===== config.mk =====
export PLATFORM = sky130hd
export DESIGN_NAME = queued_setpoint_exponential_ramp_core
export DESIGN_NICKNAME = d
export VERILOG_FILES = /design/src/rtl/qser_pkg.sv /design/src/rtl/qser_ram.sv /design/src/rtl/qser_ramp.sv /design/src/rtl/queued_setpoint_exponential_ramp_core.sv
export VERILOG_INCLUDE_DIRS = /design/src /design/src/rtl
export SDC_FILE = /design/constraint.sdc
export NUM_CORES = 1
export LEC_CHECK = 0
export BUFFER_PORTS_ARGS = -buffer_cell sky130_fd_sc_hd__buf_2
export CAP_MARGIN = 20
export CORE_ASPECT_RATIO = 0.9
export CORE_MARGIN = 4
export CORE_UTILIZATION = 48
export DETAILED_ROUTE_END_ITERATION = 10
export HOLD_SLACK_MARGIN = 0.02
export PLACE_DENSITY = 0.6
export SKIP_CTS_REPAIR_TIMING = 1
export SLEW_MARGIN = 20
export SYNTH_ARGS = -nofsm -noshare
export SYNTH_HDL_FRONTEND = slang
export SYNTH_HIERARCHICAL = 1
export SYNTH_SLANG_ARGS = --single-unit

===== constraint.sdc =====
create_clock -name clk -period 39 [get_ports clk]
set_clock_uncertainty 0.1 [all_clocks]
set_input_delay 0 -clock clk [delete_from_list [all_inputs] [get_ports clk]]
set_output_delay 0 -clock clk [all_outputs]
set_load 0.1 [all_outputs]

===== src/rtl/queued_setpoint_exponential_ramp_core_assert.svh =====
// Assertion macros shared by the ramp core RTL.
// Each macro samples on the rising edge of clk and is disabled while rst_n is low.
`ifndef QUEUED_SETPOINT_EXPONENTIAL_RAMP_CORE_ASSERT_SVH
`define QUEUED_SETPOINT_EXPONENTIAL_RAMP_CORE_ASSERT_SVH
`ifndef SYNTHESIS
// Same-cycle implication
`define QSER_ASSERT_IMPL(lbl, ante, cons) \
  lbl: assert property (@(posedge clk) disable iff (!rst_n) (ante) |-> (cons)) \
    else $error("qser: same-cycle check failed");
// Next-cycle implication
`define QSER_ASSERT_NEXT(lbl, ante, cons) \
  lbl: assert property (@(posedge clk) disable iff (!rst_n) (ante) |=> (cons)) \
    else $error("qser: next-cycle check failed");
`else
`define QSER_ASSERT_IMPL(lbl, ante, cons)
`define QSER_ASSERT_NEXT(lbl, ante, cons)
`endif
`endif


===== src/rtl/qser_pkg.sv =====
package qser_pkg;

  // Fixed field widths
  localparam int CMD_W    = 16;
  localparam int THRESH_W = 16;

  // Parameter defaults
  localparam int QUEUE_DEPTH_DEF   = 16;
  localparam int FRACTION_BITS_DEF = 8;

  // Register reset values (about 0.8 in Q.8)
  localparam int GAIN_RESET   = 205;
  localparam int THRESH_RESET = 205;

  // Register index codes
  localparam int CFG_IDX_W = 2;
  localparam logic [CFG_IDX_W-1:0] CFG_RAMP_GAIN        = 2'd0;
  localparam logic [CFG_IDX_W-1:0] CFG_SETTLE_THRESHOLD = 2'd1;

  // Action codes of an input word
  localparam logic ACT_PUSH = 1'b0;
  localparam logic ACT_TICK = 1'b1;

  // Flags of one ramp step
  typedef struct packed {
    logic up;
    logic reached;
  } ramp_flags_t;

endpackage


===== src/rtl/qser_ram.sv =====
module qser_ram #(
  parameter int WIDTH = 16,
  parameter int DEPTH = 16,
  localparam int AW = (DEPTH > 1) ? $clog2(DEPTH) : 1
) (
  input  logic             clk,
  input  logic             we,
  input  logic [AW-1:0]    waddr,
  input  logic [WIDTH-1:0] wdata,
  input  logic [AW-1:0]    raddr,
  output logic [WIDTH-1:0] rdata
);

  logic [WIDTH-1:0] mem [DEPTH];

  // Write one entry, read one entry with registered data (old data on collision)
  always_ff @(posedge clk) begin
    if (we) begin
      mem[waddr] <= wdata;
    end
    rdata <= mem[raddr];
  end

endmodule


===== src/rtl/qser_ramp.sv =====
module qser_ramp #(
  parameter int FRACTION_BITS = qser_pkg::FRACTION_BITS_DEF,
  localparam int SPEED_W = qser_pkg::CMD_W + FRACTION_BITS,
  localparam int GAIN_W  = FRACTION_BITS + 1
) (
  input  logic                              clk,
  input  logic                              rst_n,
  input  logic                              step_en,
  input  logic [GAIN_W-1:0]                 gain,
  input  logic [qser_pkg::THRESH_W-1:0]     thresh,
  input  logic signed [qser_pkg::CMD_W-1:0] target_cmd,
  output logic signed [SPEED_W-1:0]         report,
  output qser_pkg::ramp_flags_t             flags
);

  localparam int DIFF_W = SPEED_W + 1;
  localparam int PROD_W = DIFF_W + GAIN_W + 1;
  localparam int SUM_W  = SPEED_W + 3;

  logic signed [SPEED_W-1:0]   cur_r;
  logic signed [SPEED_W-1:0]   cur_nxt;
  logic signed [SPEED_W-1:0]   target;
  logic signed [DIFF_W-1:0]    diff;
  logic signed [GAIN_W:0]      gain_s;
  logic signed [PROD_W-1:0]    prod;
  logic signed [PROD_W-1:0]    prod_sh;
  logic signed [SUM_W-1:0]     sum;
  logic [SUM_W-SPEED_W:0]      sum_hi;
  logic signed [SPEED_W-1:0]   sat;
  logic signed [DIFF_W-1:0]    dev;
  logic [DIFF_W-1:0]           dist_abs;
  logic                        reached;

  // Scale the command to fixed point and take the remaining difference
  assign target = {target_cmd, {FRACTION_BITS{1'b0}}};
  assign diff   = DIFF_W'(target) - DIFF_W'(cur_r);
  assign gain_s = signed'({1'b0, gain});

  // Apply the gain and floor-shift back to speed scale
  assign prod    = PROD_W'(diff) * PROD_W'(gain_s);
  assign prod_sh = prod >>> FRACTION_BITS;
  assign sum     = SUM_W'(cur_r) + SUM_W'(prod_sh);

  // Saturate to the speed range
  assign sum_hi = sum[SUM_W-1:SPEED_W-1];
  always_comb begin
    if (sum_hi == '0 || sum_hi == '1) begin
      sat = sum[SPEED_W-1:0];
    end else if (sum[SUM_W-1]) begin
      sat = {1'b1, {(SPEED_W-1){1'b0}}};
    end else begin
      sat = {1'b0, {(SPEED_W-1){1'b1}}};
    end
  end

  // Compare the distance left with the settle threshold
  assign dev      = DIFF_W'(sat) - DIFF_W'(target);
  assign dist_abs = dev[DIFF_W-1] ? DIFF_W'(-dev) : DIFF_W'(dev);
  assign reached  = dist_abs < DIFF_W'(thresh);

  assign report        = reached ? target : sat;
  assign flags.up      = target > cur_r;
  assign flags.reached = reached;

  // Advance the current speed on each live tick (never snapped)
  assign cur_nxt = step_en ? sat : cur_r;

  always_ff @(posedge clk) begin
    if (!rst_n) begin
      cur_r <= '0;
    end else begin
      cur_r <= cur_nxt;
    end
  end

endmodule


===== src/rtl/queued_setpoint_exponential_ramp_core.sv =====
// Queued setpoint ramp core.
// Input channel (in_valid / in_stall): each word is either a push of a signed
// 16-bit speed command (in_action = 0) or one ramp tick (in_action = 1).
// A push goes into the command queue and gives no result; on a full queue it
// is dropped and the sticky overflow flag sets. A tick with a queued command
// moves the speed toward the head command and returns one result word on the
// output channel (out_valid / out_stall); a tick on an empty queue gives none.
// Configuration: cfg_we with cfg_index 0 writes ramp_gain, 1 writes
// settle_threshold; other indexes are ignored. Write only while idle.
// Result path: a tick's result is registered on out_* as the tick leaves the
// work stage. Throughput: one input word per cycle while in_stall is low; the
// queue RAM and the speed register are read, modified and written per word
// (one multiply, add and compare per tick), and the head read is forwarded when
// the entry is written in the cycle before.
// Reset (rst_n low, synchronous): queue empty, speed zero, flag clear,
// registers back to 205. No clearing pass: queue entries are read only
// after being written.
// Output stall: the result register holds; pushes keep flowing, and the
// next tick with a queued command waits, raising in_stall.
module queued_setpoint_exponential_ramp_core #(
  parameter int QUEUE_DEPTH   = qser_pkg::QUEUE_DEPTH_DEF,
  parameter int FRACTION_BITS = qser_pkg::FRACTION_BITS_DEF,
  localparam int SPEED_W = qser_pkg::CMD_W + FRACTION_BITS,
  localparam int GAIN_W  = FRACTION_BITS + 1,
  localparam int CFG_W   = (GAIN_W > qser_pkg::THRESH_W) ? GAIN_W : qser_pkg::THRESH_W
) (
  input  logic                               clk,
  input  logic                               rst_n,
  input  logic                               in_valid,
  output logic                               in_stall,
  input  logic                               in_action,
  input  logic signed [qser_pkg::CMD_W-1:0]  in_command_speed,
  output logic                               out_valid,
  input  logic                               out_stall,
  output logic signed [SPEED_W-1:0]          out_speed_now,
  output logic                               out_speeding_up,
  output logic                               out_target_reached,
  output logic                               out_overflow_seen,
  input  logic                               cfg_we,
  input  logic [qser_pkg::CFG_IDX_W-1:0]     cfg_index,
  input  logic [CFG_W-1:0]                   cfg_data
);

  `include "queued_setpoint_exponential_ramp_core_assert.svh"

  localparam int PTR_W = (QUEUE_DEPTH > 1) ? $clog2(QUEUE_DEPTH) : 1;
  localparam int CNT_W = $clog2(QUEUE_DEPTH + 1);

  // Configuration registers
  logic [GAIN_W-1:0]             gain_r;
  logic [qser_pkg::THRESH_W-1:0] thresh_r;

  // Work stage
  logic                              s1_valid_r;
  logic                              s1_valid_nxt;
  logic                              s1_action_r;
  logic signed [qser_pkg::CMD_W-1:0] s1_cmd_r;

  // Queue control
  logic [PTR_W-1:0] head_r;
  logic [PTR_W-1:0] head_nxt;
  logic [PTR_W-1:0] tail_r;
  logic [PTR_W-1:0] tail_nxt;
  logic [CNT_W-1:0] cnt_r;
  logic [CNT_W-1:0] cnt_nxt;
  logic             ovf_r;
  logic             ovf_nxt;
  logic             byp_r;
  logic [qser_pkg::CMD_W-1:0] byp_data_r;
  logic [qser_pkg::CMD_W-1:0] ram_rdata;
  logic signed [qser_pkg::CMD_W-1:0] head_cmd;

  // Output register
  logic                      out_valid_r;
  logic                      out_valid_nxt;
  logic signed [SPEED_W-1:0] out_speed_r;
  qser_pkg::ramp_flags_t     out_flags_r;
  logic                      out_ovf_r;

  // Handshake and step control
  logic fifo_full;
  logic fifo_empty;
  logic is_push;
  logic is_tick;
  logic tick_live;
  logic out_free;
  logic s1_go;
  logic in_fire;
  logic wr_en;
  logic pop;
  logic out_load;

  logic signed [SPEED_W-1:0] ramp_report;
  qser_pkg::ramp_flags_t     ramp_flags;

  // Decode the work stage word
  assign fifo_full  = cnt_r == CNT_W'(QUEUE_DEPTH);
  assign fifo_empty = cnt_r == '0;
  assign is_push    = s1_valid_r && (s1_action_r == qser_pkg::ACT_PUSH);
  assign is_tick    = s1_valid_r && (s1_action_r == qser_pkg::ACT_TICK);
  assign tick_live  = is_tick && !fifo_empty;
  assign out_free   = !out_valid_r || !out_stall;
  assign s1_go      = s1_valid_r && (!tick_live || out_free);
  assign in_stall   = s1_valid_r && !s1_go;
  assign in_fire    = in_valid && !in_stall;

  assign wr_en    = s1_go && is_push && !fifo_full;
  assign out_load = s1_go && tick_live;
  assign pop      = out_load && ramp_flags.reached;

  // Advance the queue pointers, count and overflow flag
  always_comb begin
    head_nxt = head_r;
    tail_nxt = tail_r;
    cnt_nxt  = cnt_r;
    ovf_nxt  = ovf_r;
    if (pop) begin
      head_nxt = (head_r == PTR_W'(QUEUE_DEPTH - 1)) ? '0 : head_r + 1'b1;
      cnt_nxt  = cnt_r - 1'b1;
    end
    if (wr_en) begin
      tail_nxt = (tail_r == PTR_W'(QUEUE_DEPTH - 1)) ? '0 : tail_r + 1'b1;
      cnt_nxt  = cnt_r + 1'b1;
    end
    if (s1_go && is_push && fifo_full) begin
      ovf_nxt = 1'b1;
    end
  end

  // Hold the work stage while its tick waits on the output
  always_comb begin
    s1_valid_nxt = s1_valid_r;
    if (in_fire) begin
      s1_valid_nxt = 1'b1;
    end else if (s1_go) begin
      s1_valid_nxt = 1'b0;
    end
  end

  assign out_valid_nxt = out_load ? 1'b1 : (out_valid_r && out_stall);

  // Command queue storage; read the head for the next word each cycle
  qser_ram #(
    .WIDTH (qser_pkg::CMD_W),
    .DEPTH (QUEUE_DEPTH)
  ) u_queue_ram (
    .clk   (clk),
    .we    (wr_en),
    .waddr (tail_r),
    .wdata (s1_cmd_r),
    .raddr (head_nxt),
    .rdata (ram_rdata)
  );

  // Forward a head entry written in the same cycle as its read
  assign head_cmd = byp_r ? signed'(byp_data_r) : signed'(ram_rdata);

  qser_ramp #(
    .FRACTION_BITS (FRACTION_BITS)
  ) u_ramp (
    .clk        (clk),
    .rst_n      (rst_n),
    .step_en    (out_load),
    .gain       (gain_r),
    .thresh     (thresh_r),
    .target_cmd (head_cmd),
    .report     (ramp_report),
    .flags      (ramp_flags)
  );

  // Control state
  always_ff @(posedge clk) begin
    if (!rst_n) begin
      s1_valid_r  <= 1'b0;
      head_r      <= '0;
      tail_r      <= '0;
      cnt_r       <= '0;
      ovf_r       <= 1'b0;
      byp_r       <= 1'b0;
      out_valid_r <= 1'b0;
    end else begin
      s1_valid_r  <= s1_valid_nxt;
      head_r      <= head_nxt;
      tail_r      <= tail_nxt;
      cnt_r       <= cnt_nxt;
      ovf_r       <= ovf_nxt;
      byp_r       <= wr_en && (tail_r == head_nxt);
      out_valid_r <= out_valid_nxt;
    end
  end

  // Configuration writes
  always_ff @(posedge clk) begin
    if (!rst_n) begin
      gain_r   <= GAIN_W'(qser_pkg::GAIN_RESET);
      thresh_r <= qser_pkg::THRESH_W'(qser_pkg::THRESH_RESET);
    end else if (cfg_we) begin
      unique case (cfg_index)
        qser_pkg::CFG_RAMP_GAIN:        gain_r   <= cfg_data[GAIN_W-1:0];
        qser_pkg::CFG_SETTLE_THRESHOLD: thresh_r <= cfg_data[qser_pkg::THRESH_W-1:0];
        default: begin
        end
      endcase
    end
  end

  // Payload registers
  always_ff @(posedge clk) begin
    if (in_fire) begin
      s1_action_r <= in_action;
      s1_cmd_r    <= in_command_speed;
    end
    byp_data_r <= s1_cmd_r;
    if (out_load) begin
      out_speed_r <= ramp_report;
      out_flags_r <= ramp_flags;
      out_ovf_r   <= ovf_r;
    end
  end

  assign out_valid          = out_valid_r;
  assign out_speed_now      = out_speed_r;
  assign out_speeding_up    = out_flags_r.up;
  assign out_target_reached = out_flags_r.reached;
  assign out_overflow_seen  = out_ovf_r;

  `QSER_ASSERT_IMPL(a_cnt_range, 1'b1, cnt_r <= CNT_W'(QUEUE_DEPTH))
  `QSER_ASSERT_NEXT(a_ovf_sticky, ovf_r, ovf_r)
  `QSER_ASSERT_NEXT(a_pop_count, pop, cnt_r == $past(cnt_r) - 1'b1)
  `QSER_ASSERT_NEXT(a_push_count, wr_en, cnt_r == $past(cnt_r) + 1'b1)

endmodule

Yosys cells after proc, flatten, opt, wreduce, memory -nomap -nowiden:

Memory sizes are Yosys's and may differ from the RTL's. A register that Yosys moved wholly into a read port is not among the register bits.
Cells that the tools add are included.

* memory bits (writable): 256
* output and inout port bits: 29
* input port bits: 40
* logic and storage cells: 82
* memories: 1
* bits in registers: 126
* memory bits (read-only): 0
* bits in latches: 0

Memory list
* u_queue_ram.mem: depth 16, width 16, rd ports 1, clocked after Yosys merged registers in 1, write ports 1, RTL line qser_ram.sv:14 `logic [WIDTH-1:0] mem [DEPTH];`

* $lt $le $gt $ge: 2
* add/sub/neg operators: 8
* multipliers: 1
* multiplexer cells: 15
* div/mod/pow operators: 0
* equality and inequality tests: 6
* shift-type cells: 0
* bitwise operators: 1
* reductions and logical operators: 30

Operators by type and width (count)
* $mux W24: 3
* $sub A24 B24 Y25: 2
* $mul A25 B10 Y35: 1
* $add A24 B27 Y27: 1
* $lt A25 B16 Y1: 1
* $mux W25: 1
* $neg A25 Y25: 1
* $gt A24 B24 Y1: 1
* $mux W16: 1
* $logic_and A1 B1 Y1: 13
* $eq A4 B4 Y1 const B: 3
* $mux W4: 3
* $mux W5: 2
* $add A4 B1 Y4 const B: 2
* $logic_not A1 Y1: 7
* $add A5 B1 Y5 const B: 1
* $eq A5 B5 Y1 const B: 1
* $logic_not A5 Y1: 1
* $mux W1: 5
* $sub A5 B1 Y5 const B: 1
* $eq A4 B4 Y1: 1
* $logic_not A4 Y1: 1
* $reduce_and A2 Y1: 2
* $reduce_bool A2 Y1: 2
* 4 further kinds: 6

Longest topological paths before layout:

Gate-level depths: netlist (run 1).

* depth in word-level cells: 15
* gate-level depth with buffers: 84
* depth with buffers taken out: 76

Hierarchy:

The synthesis (run 1) kept the hierarchy.

Modules (own cells, without submodules)
* qser_ramp: seq. area each 480.5 µm², times used 1, cells each 1639, area an instance 13122.6 µm²
* qser_ram: seq. area each 8007.7 µm², times used 1, cells each 432, area an instance 10043.4 µm²
* queued_setpoint_exponential_ramp_core: seq. area each 2482.4 µm², times used 1, cells each 306, area an instance 3702.3 µm²

Least setup slack after synthesis (run 1):

No wires, ideal clock.

* path type: flip-flop to flip-flop
* start: reg byp_r
* end: reg u_queue_ram.rdata[11] (read register of u_queue_ram.mem)
* required time: 38.780 ns
* clock period less this slack: 17.380 ns
* stages on the path, launching flop included: 79
* slack: 21.620 ns
* library setup time: 0.120 ns
* data arrival time: 17.160 ns
* path buffers: 9
* path through: dfxtp_1 clkbuf_1 mux2_2 ha_1 a31oi_1 o21bai_1 a21oi_1 o21bai_1 a21oi_1 o21bai_1 a21oi_1 nor2b_1 or2_2 a221oi_1 xnor2_1 nand2_1 fa_1 inv_1 [43 not listed] o21ai_0 a21oi_1 nand2_1 a21oi_1 o21a_1 o311ai_0 nor4_4 buf_4 buf_4 a21boi_0 o2111ai_2 buf_6 o21ai_0 buf_6 buf_6 mux4_1 a22oi_1 nand2_1

* longest elaborated chain between the ends: 13
* elaborated cells between the ends (all ways): 15
* those cells by class: add/sub (4); mul (1); order compare (1); eq/ne (1); mux (5); reduce/logical (3)

Ends and longest elaborated chain
* from (decl): RTL line queued_setpoint_exponential_ramp_core.sv:68 `logic byp_r;`
* from (signal assigned): RTL line queued_setpoint_exponential_ramp_core.sv:187 `byp_r <= wr_en && (tail_r == head_nxt);`
* $mux W16 (*): RTL line queued_setpoint_exponential_ramp_core.sv:156 `assign head_cmd = byp_r ? signed'(byp_data_r) : signed'(ram_rdata);`
* named net head_cmd, one bit: RTL line queued_setpoint_exponential_ramp_core.sv:71 `logic signed [qser_pkg::CMD_W-1:0] head_cmd;`
* $sub A24 B24 Y25: RTL line qser_ramp.sv:36 `assign diff = DIFF_W'(target) - DIFF_W'(cur_r);`
* $mul A25 B10 Y35: RTL line qser_ramp.sv:40 `assign prod = PROD_W'(diff) * PROD_W'(gain_s);`
* $add A24 B27 Y27: RTL line qser_ramp.sv:42 `assign sum = SUM_W'(cur_r) + SUM_W'(prod_sh);`
* $eq A4 B4 Y1 / $logic_not A4 Y1 (equally long branches): RTL line qser_ramp.sv:47 `if (sum_hi == '0 || sum_hi == '1) begin`
* $logic_or A1 B1 Y1: RTL line qser_ramp.sv:47
* $mux W24: RTL line qser_ramp.sv:47
* $sub A24 B24 Y25 (*): RTL line qser_ramp.sv:57 `assign dev = DIFF_W'(sat) - DIFF_W'(target);`
* $neg A25 Y25: RTL line qser_ramp.sv:58 `assign dist_abs = dev[DIFF_W-1] ? DIFF_W'(-dev) : DIFF_W'(dev);`
* $mux W25 (*): RTL line qser_ramp.sv:58
* $lt A25 B16 Y1 (*): RTL line qser_ramp.sv:59 `assign reached = dist_abs < DIFF_W'(thresh);`
* named net u_ramp.reached: RTL line qser_ramp.sv:32 `logic reached;`
* $logic_and A1 B1 Y1 (*): RTL line queued_setpoint_exponential_ramp_core.sv:109 `assign pop = out_load && ramp_flags.reached;`
* $mux W4 (*): RTL line queued_setpoint_exponential_ramp_core.sv:117 `if (pop) begin`
* named net head_nxt[0]: RTL line queued_setpoint_exponential_ramp_core.sv:61 `logic [PTR_W-1:0] head_nxt;`
* to (decl): RTL line qser_ram.sv:11 `output logic [WIDTH-1:0] rdata`

Mark *: on every way through the listed nets, which the timed path passes. The rest lies on a longest branch.
A chain may end at the register's enable or synchronous reset.

==> results of run 1 <==
## routing by layer
metal  wire length [um]  share of wire, %
met1              30850                48
met2              29070                45
met3               3699               5.7
met4               1122               1.7
met5                  0                 0
## cells in the mapped netlist, types with 16 or more instances
master / number / share of area (%)
inv_1: 312 / 4.4
edfxtp_1: 300 / 34
nand2_1: 247 / 3.5
fa_1: 187 / 14
ha_1: 156 / 7.3
and2_1: 123 / 2.9
a21oi_1: 103 / 1.9
nor2_1: 100 / 1.4
dfxtp_1: 98 / 7.3
xnor2_1: 63 / 2.1
clkbuf_1: 55 / 0.77
mux4_2: 54 / 4.5
o21ai_0: 51 / 0.95
o21a_1: 45 / 1.3
nor2b_1: 36 / 0.84
nor3_1: 36 / 0.67
a22oi_1: 32 / 0.89
nand3_1: 31 / 0.58
mux2i_1: 27 / 1.0
xor2_1: 25 / 0.81
a21o_1: 24 / 0.67
mux2_2: 23 / 0.96
a31oi_1: 16 / 0.37
nand4_1: 16 / 0.37
## cells by family after synthesis
family                   count (synthesis)  share of synthesized area [%]
AND/OR/NAND/NOR                        652                          11.87
multiplexers                           125                          7.949
XOR/XNOR                                90                          3.013
flip-flops                             398                          40.83
AO/OA/AOI/OAI                          375                          9.370
buffers and inverters                  394                          5.770
adder cells (fa/ha/maj)                343                          21.20
## layout make-up
cell class | instances | area share [%]
flip-flops and latches | 398 | 36.69
multi-input cells | 1585 | 48.16
clock buffers | 51 | 3.586
well taps | 747 | 3.126
repair buffers | 158 | 3.833
inverters | 315 | 3.954
clock inverters | 20 | 0.6527
## final timing paths
path	startpoint	endpoint	slack, ns
worst max-delay path	byp_r	u_queue_ram/rdata[15]	18.44
worst min-delay path	in_command_speed[10]	s1_cmd_r[10]	0.06
worst max register to register	byp_r	u_queue_ram/rdata[15]	18.44
worst min register to register	ovf_r	out_overflow_seen	0.35
## metrics by stage
step / cells / area (um2) / setup WS, ns / utilization, % / hold slack (ns)
floorplan: 2377 / 26870 / 21.62 / - / -0.001131
global placement: 3151 / 28110 / 19.18 / 51.27 / 0.07664
detailed placement: 3151 / 28110 / 18.47 / 51.27 / 0.07810
CTS: 3222 / 29380 / 18.40 / 53.58 / -0.5002
global route: 3274 / 29900 / 16.73 / 54.54 / 0.06161
finish: 3274 / 29900 / 18.44 / 54.54 / 0.06006
## worst max-delay path: cells and delay by family (launching register included)
kind	cells	cell delay [ns]
compound gates	40	8.77
fa+ha+maj	11	4.38
simple gates	13	2.35
buf+inv	9	2.28
xor+xnor	2	1.08
mux	2	1.04
flops	1	0.32
## registers in the layout (all words and copies together), names as in the netlist, 4 cells and up
| signal | cells |
|---|---|
| byp_data_r | 16 |
| cnt_r | 5 |
| gain_r | 9 |
| head_r | 4 |
| out_speed_now | 24 |
| s1_cmd_r | 16 |
| tail_r | 4 |
| thresh_r | 16 |
| u_queue_ram/mem | 256 |
| u_queue_ram/rdata | 16 |
| u_ramp/cur_r | 24 |
==> results.ini, run 1 <==
[run_status]
status = complete, no violations

[cells_and_area]
syn_to_final_growth_pct = 11.29
layout-drive-gt1-share_pct = 11.04
multi_input_area_um2 = 14400
layout.nets = 2880
layout_commonest_cell = inv_1
fillers = 4716
regArea_um2 = 10970
layout_common_cells = inv_1, edfxtp_1, nand2_1, fa_1, ha_1
insertedDiodeCount = 0

[floorplanning]
rows = 81
core_um2 = 54830
die-area_um2 = 59830
die_y_um = 232.5
initial_utilization_pct = 49.00
ioPinCount = 69
die_x_um = 257.4

[timing]
fin_crit_sh_pct = 52.72
slew_headroom_pct = 22.88
rsz0062_at_grt = false
finalSetupViolCount = 0
hold_violations = 0
fmax_mhz = 48.64
worst_pin_slew_ns = 1.156
drv_slew = 0
tns_ns = 0
finalCriticalPeriod_ns = 20.56

[clocking]
clk_path_buf_depth = 3
worst_skew_pair.late_latency_ns = 0.55
cts_max_level = 2
cts_made_buffers = 39
cts_tree = yes
cts.sinks = 398
cts_root_buf = clkbuf_16
clk_pin_slew_ns = 0.07

[detailed_routing]
vias = 18150
drt_iter0_drc = 1398
drtAntennaViolNets = 0
avgRoutedWirePerCell_um = 19.77
wirelength_um = 64740
vias_per_cell = 5.545
route.detailed.drc = 0
firstDrtPassIters = 5

[logic_synthesis]
synth_edf_count = 300
ys_seq_elements = 398
syn_nets = 2760
synth-seq-area-share_pct = 40.83
syn_inst = 2377
async_reset_ff_share_pct = 0
syn_avg_cell_area_um2 = 11.30
synthDistinctLibCells = 86
yosys_most_used_dff = edfxtp_1
ys.warnings.count = 6
synth_area_um2 = 26870

[worst_hold_path]
min_path_cells = 2
hold_path.class = in2reg

[global_route]
grt_pass1_wl_um = 102200
gr-usage-met1_pct = 32.69
met2_usage_pct = 33.70
met3_usage_pct = 3.167
antenna_found_initial = 0
grt_pass1_vias = 18130
grt_overflow = 0
grt.busiest_layer = met2
grt_max_degree = 66
track_usage_pct = 21.62

[critical_path]
crit_arrival_ns = 20.87
required_ns = 39.31
slowest_delay_ns = 0.87
path_class = reg2reg
cp_max_fo = 50
cp_slowest_cell = buf_4
cp-end-kind = register
start_kind = register
r2r_cells = 77

[placed_design]
place_hpwl_um = 46150
finalWeightedCongestion = 0.9147
portBuffers = 68

[job]
maxCapViolations = 0

Power of run 1 is left out: the tool's default activity adds up to more than one toggle a clock period on the data nets, which glitch-free logic cannot reach.
==> run 2, diff against run 1 <==
--- a/config.mk
+++ b/config.mk
@@ -6,6 +6,7 @@
 export SDC_FILE = /design/constraint.sdc
 export NUM_CORES = 1
 export LEC_CHECK = 0
+export ABC_AREA = 1
 export BUFFER_PORTS_ARGS = -buffer_cell sky130_fd_sc_hd__buf_2
 export CAP_MARGIN = 20
 export CORE_ASPECT_RATIO = 0.9
@@ -13,7 +14,7 @@
 export CORE_UTILIZATION = 48
 export DETAILED_ROUTE_END_ITERATION = 10
 export HOLD_SLACK_MARGIN = 0.02
-export PLACE_DENSITY = 0.6
+export PLACE_DENSITY = 0.62
 export SKIP_CTS_REPAIR_TIMING = 1
 export SLEW_MARGIN = 20
 export SYNTH_ARGS = -nofsm -noshare
==> constraint.sdc (replaced) <==
create_clock -name clk -period 18.1 [get_ports clk]
set_clock_uncertainty 0.1 [all_clocks]
set_input_delay 0 -clock clk [delete_from_list [all_inputs] [get_ports clk]]
set_output_delay 0 -clock clk [all_outputs]
set_load 0.1 [all_outputs]
==> results.ini, run 2 <==
[run_status]
status = complete, no violations

[critical_path]
crit_arrival_ns = 17.12  ; -3.75 ns
path_class = reg2reg
cp_max_fo = 51  ; +2.0%
required_ns = 18.49  ; -20.82 ns
cp_slowest_cell = fa_1
r2r_cells = 84  ; +9.1%
cp_common_cell = nand2_1
start_kind = register
slowest_delay_ns = 0.56  ; -0.31 ns
cp-end-kind = register

[global_route]
grt_pass1_vias = 21460  ; +18%
grt_overflow = 0  ; unchanged
antenna_found_initial = 2  ; +2
grt_max_degree = 130  ; +97%
grt_pass1_wl_um = 118800  ; +16%
track_usage_pct = 23.70  ; +2.1 points

[cells_and_area]
layout.nets = 3782  ; +31%
largest_reg_flops = 256  ; unchanged
layout_common_cells = nand2_1, inv_1, edfxtp_1, nand3_1, nor2_1
largest_register = u_queue_ram/mem
fillers = 5380  ; +14%
multi_input_area_um2 = 14430  ; +0.19%
syn_to_final_growth_pct = 10.99
layout_commonest_cell = nand2_1
layout-drive-gt1-share_pct = 8.481  ; -2.6 points
regArea_um2 = 10970  ; about the same

[floorplanning]
die_x_um = 264.2  ; +2.7%
initial_utilization_pct = 48.53  ; -0.47 points
core_um2 = 58440  ; +6.6%
rows = 84  ; +3.7%
die-area_um2 = 63040  ; +5.4%
die_y_um = 238.6  ; +2.6%
ioPinCount = 69  ; unchanged

[timing]
fin_crit_sh_pct = 92.40  ; +40 points
finalSetupViolCount = 0  ; unchanged
slew_headroom_pct = 38.57  ; +16 points
worst_pin_slew_ns = 0.9205  ; -0.2351 ns
fmax_mhz = 59.79  ; +23%
drv_slew = 0  ; unchanged
hold_violations = 0  ; unchanged
tns_ns = 0  ; unchanged
finalCriticalPeriod_ns = 16.72  ; -3.836 ns
rsz0062_at_grt = false

[clocking]
clk_path_buf_depth = 3  ; unchanged
cts_tree = yes
clk_pin_slew_ns = 0.06  ; about the same
cts_root_buf = clkbuf_16
cts_max_level = 2  ; unchanged
worst_skew_pair.late_latency_ns = 0.58  ; +0.03 ns
cts_made_buffers = 42  ; +7.7%
cts.sinks = 398  ; unchanged

[placed_design]
place_hpwl_um = 54790  ; +19%
portBuffers = 68  ; unchanged
finalWeightedCongestion = 0.9648  ; +5.5%

[logic_synthesis]
synth-seq-area-share_pct = 38.68  ; -2.1 points
synthMuxAreaShare_pct = 0.6353  ; -7.3 points
synth_most_common_cell = nand2_1
synthDistinctLibCells = 55  ; -36%
synth_top_area_share_pct = 31.76  ; -1.8 points
synth_edf_count = 300  ; unchanged
synth_common_cells = nand2_1, inv_1, edfxtp_1
syn_avg_cell_area_um2 = 8.626  ; -24%
synthTopCellsByArea = edfxtp_1, fa_1, nand2_1, inv_1, dfxtp_1
syn_inst = 3288  ; +38%
syn_nets = 3671  ; +33%
ys_seq_elements = 398  ; unchanged
yosys.area_share.xor_xnor_pct = 3.088  ; +0.075 points
async_reset_ff_share_pct = 0  ; unchanged
yosys_most_used_dff = edfxtp_1
ys.warnings.count = 6  ; unchanged
synth_area_um2 = 28360  ; +5.6%
synth_fa_ha_area_share_pct = 20.08  ; -1.1 points
synth_top_family_by_area = simple AND/OR/NAND/NOR gates
synth_largest_area_cell = edfxtp_1
synthSimpleGateAreaFrac_pct = 21.41  ; +9.5 points
synth_compound_area_share_pct = 5.418  ; -4.0 points

[detailed_routing]
drt_iter0_drc = 1798  ; +29%
avgRoutedWirePerCell_um = 18.10  ; -8.5%
firstDrtPassIters = 5  ; unchanged
wirelength_um = 76130  ; +18%
route.detailed.drc = 0  ; unchanged
vias_per_cell = 5.265  ; -5.1%
drtAntennaViolNets = 0  ; unchanged
vias = 22140  ; +22%

[worst_hold_path]
min_path_cells = 2  ; unchanged
hold_path.class = in2reg

[job]
maxCapViolations = 0  ; unchanged

-- run 2: cell types whose count changed after synthesis, sizes merged, moves of 23 or more --
cell	delta
nand2	+553
inv	+357
nand3	+257
nor2	+165
and2	-121
mux4	-64
xor2	+43
o21a	-41
nor2b	-36
xnor2	-32
a22oi	-31
buf	+31
mux2i	-27
o21ai	+23
-- run 2: per-stage QoR --
stage / util (%) / std cells / worst slack, ns / cell area (um2) / hold WS, ns
after floorplan: - / 3288 / 3.606 / 28360 / -0.001131
final: 53.87 / 4206 / 1.375 / 31480 / 0.04826
after CTS: 52.77 / 4150 / 0.4932 / 30840 / -0.5190
after global routing: 53.86 / 4205 / 0.02485 / 31480 / 0.03655
after detailed placement: 50.54 / 4074 / 0.5387 / 29530 / 0.07810
after global placement: 50.54 / 4074 / 0.8457 / 29530 / 0.07670
-- run 2: cell families after synthesis --
kind of cell,count (synthesis)
buffers and inverters,767
AND/OR/NAND/NOR,1397
flip-flops,398
adder cells (fa/ha/maj),343
AO/OA/AOI/OAI,267
multiplexers,16
XOR/XNOR,100
-- run 2: critical path, delay by kind of cell, from the launching register on --
family | cells | cell delay, ns
AOI/OAI and AO/OA | 15 | 3.02
muxes | 1 | 0.43
and+or+nand+nor | 39 | 5.26
buffers and inverters | 15 | 2.33
DFF | 1 | 0.39
xor gates and xnor gates | 4 | 0.93
adders and majority gates | 10 | 4.08
-- run 2: area by class of cell --
| type | count | area share (%) |
|---|---|---|
| multi-input combinational | 2123 | 45.83 |
| sequential | 398 | 34.85 |
| inverter | 673 | 8.089 |
| timing repair buffer | 161 | 3.995 |
| clock buffer | 54 | 3.546 |
| tap | 774 | 3.077 |
| clock inverter | 22 | 0.6002 |
| antenna | 1 | 0.007950 |
-- run 2: final timing paths --
kind         slack (ns)                  from                   end
max                1.38                 byp_r  u_queue_ram/rdata[8]
min                0.05  in_command_speed[11]          s1_cmd_r[11]
max reg2reg        1.38                 byp_r  u_queue_ram/rdata[8]
min reg2reg        0.34                 ovf_r     out_overflow_seen
-- run 2: metal layers --
layer / vias to the layer above / GRT usage (%) / wire length (um)
li1: 10550 / - / -
met1: 10750 / 36.32 / 36290
met4: 0 / 4.850 / 1399
met2: 750 / 35.50 / 32580
met3: 95 / 4.333 / 5869
met5: - / 0 / 0
Power of run 2 is left out for the same reason.
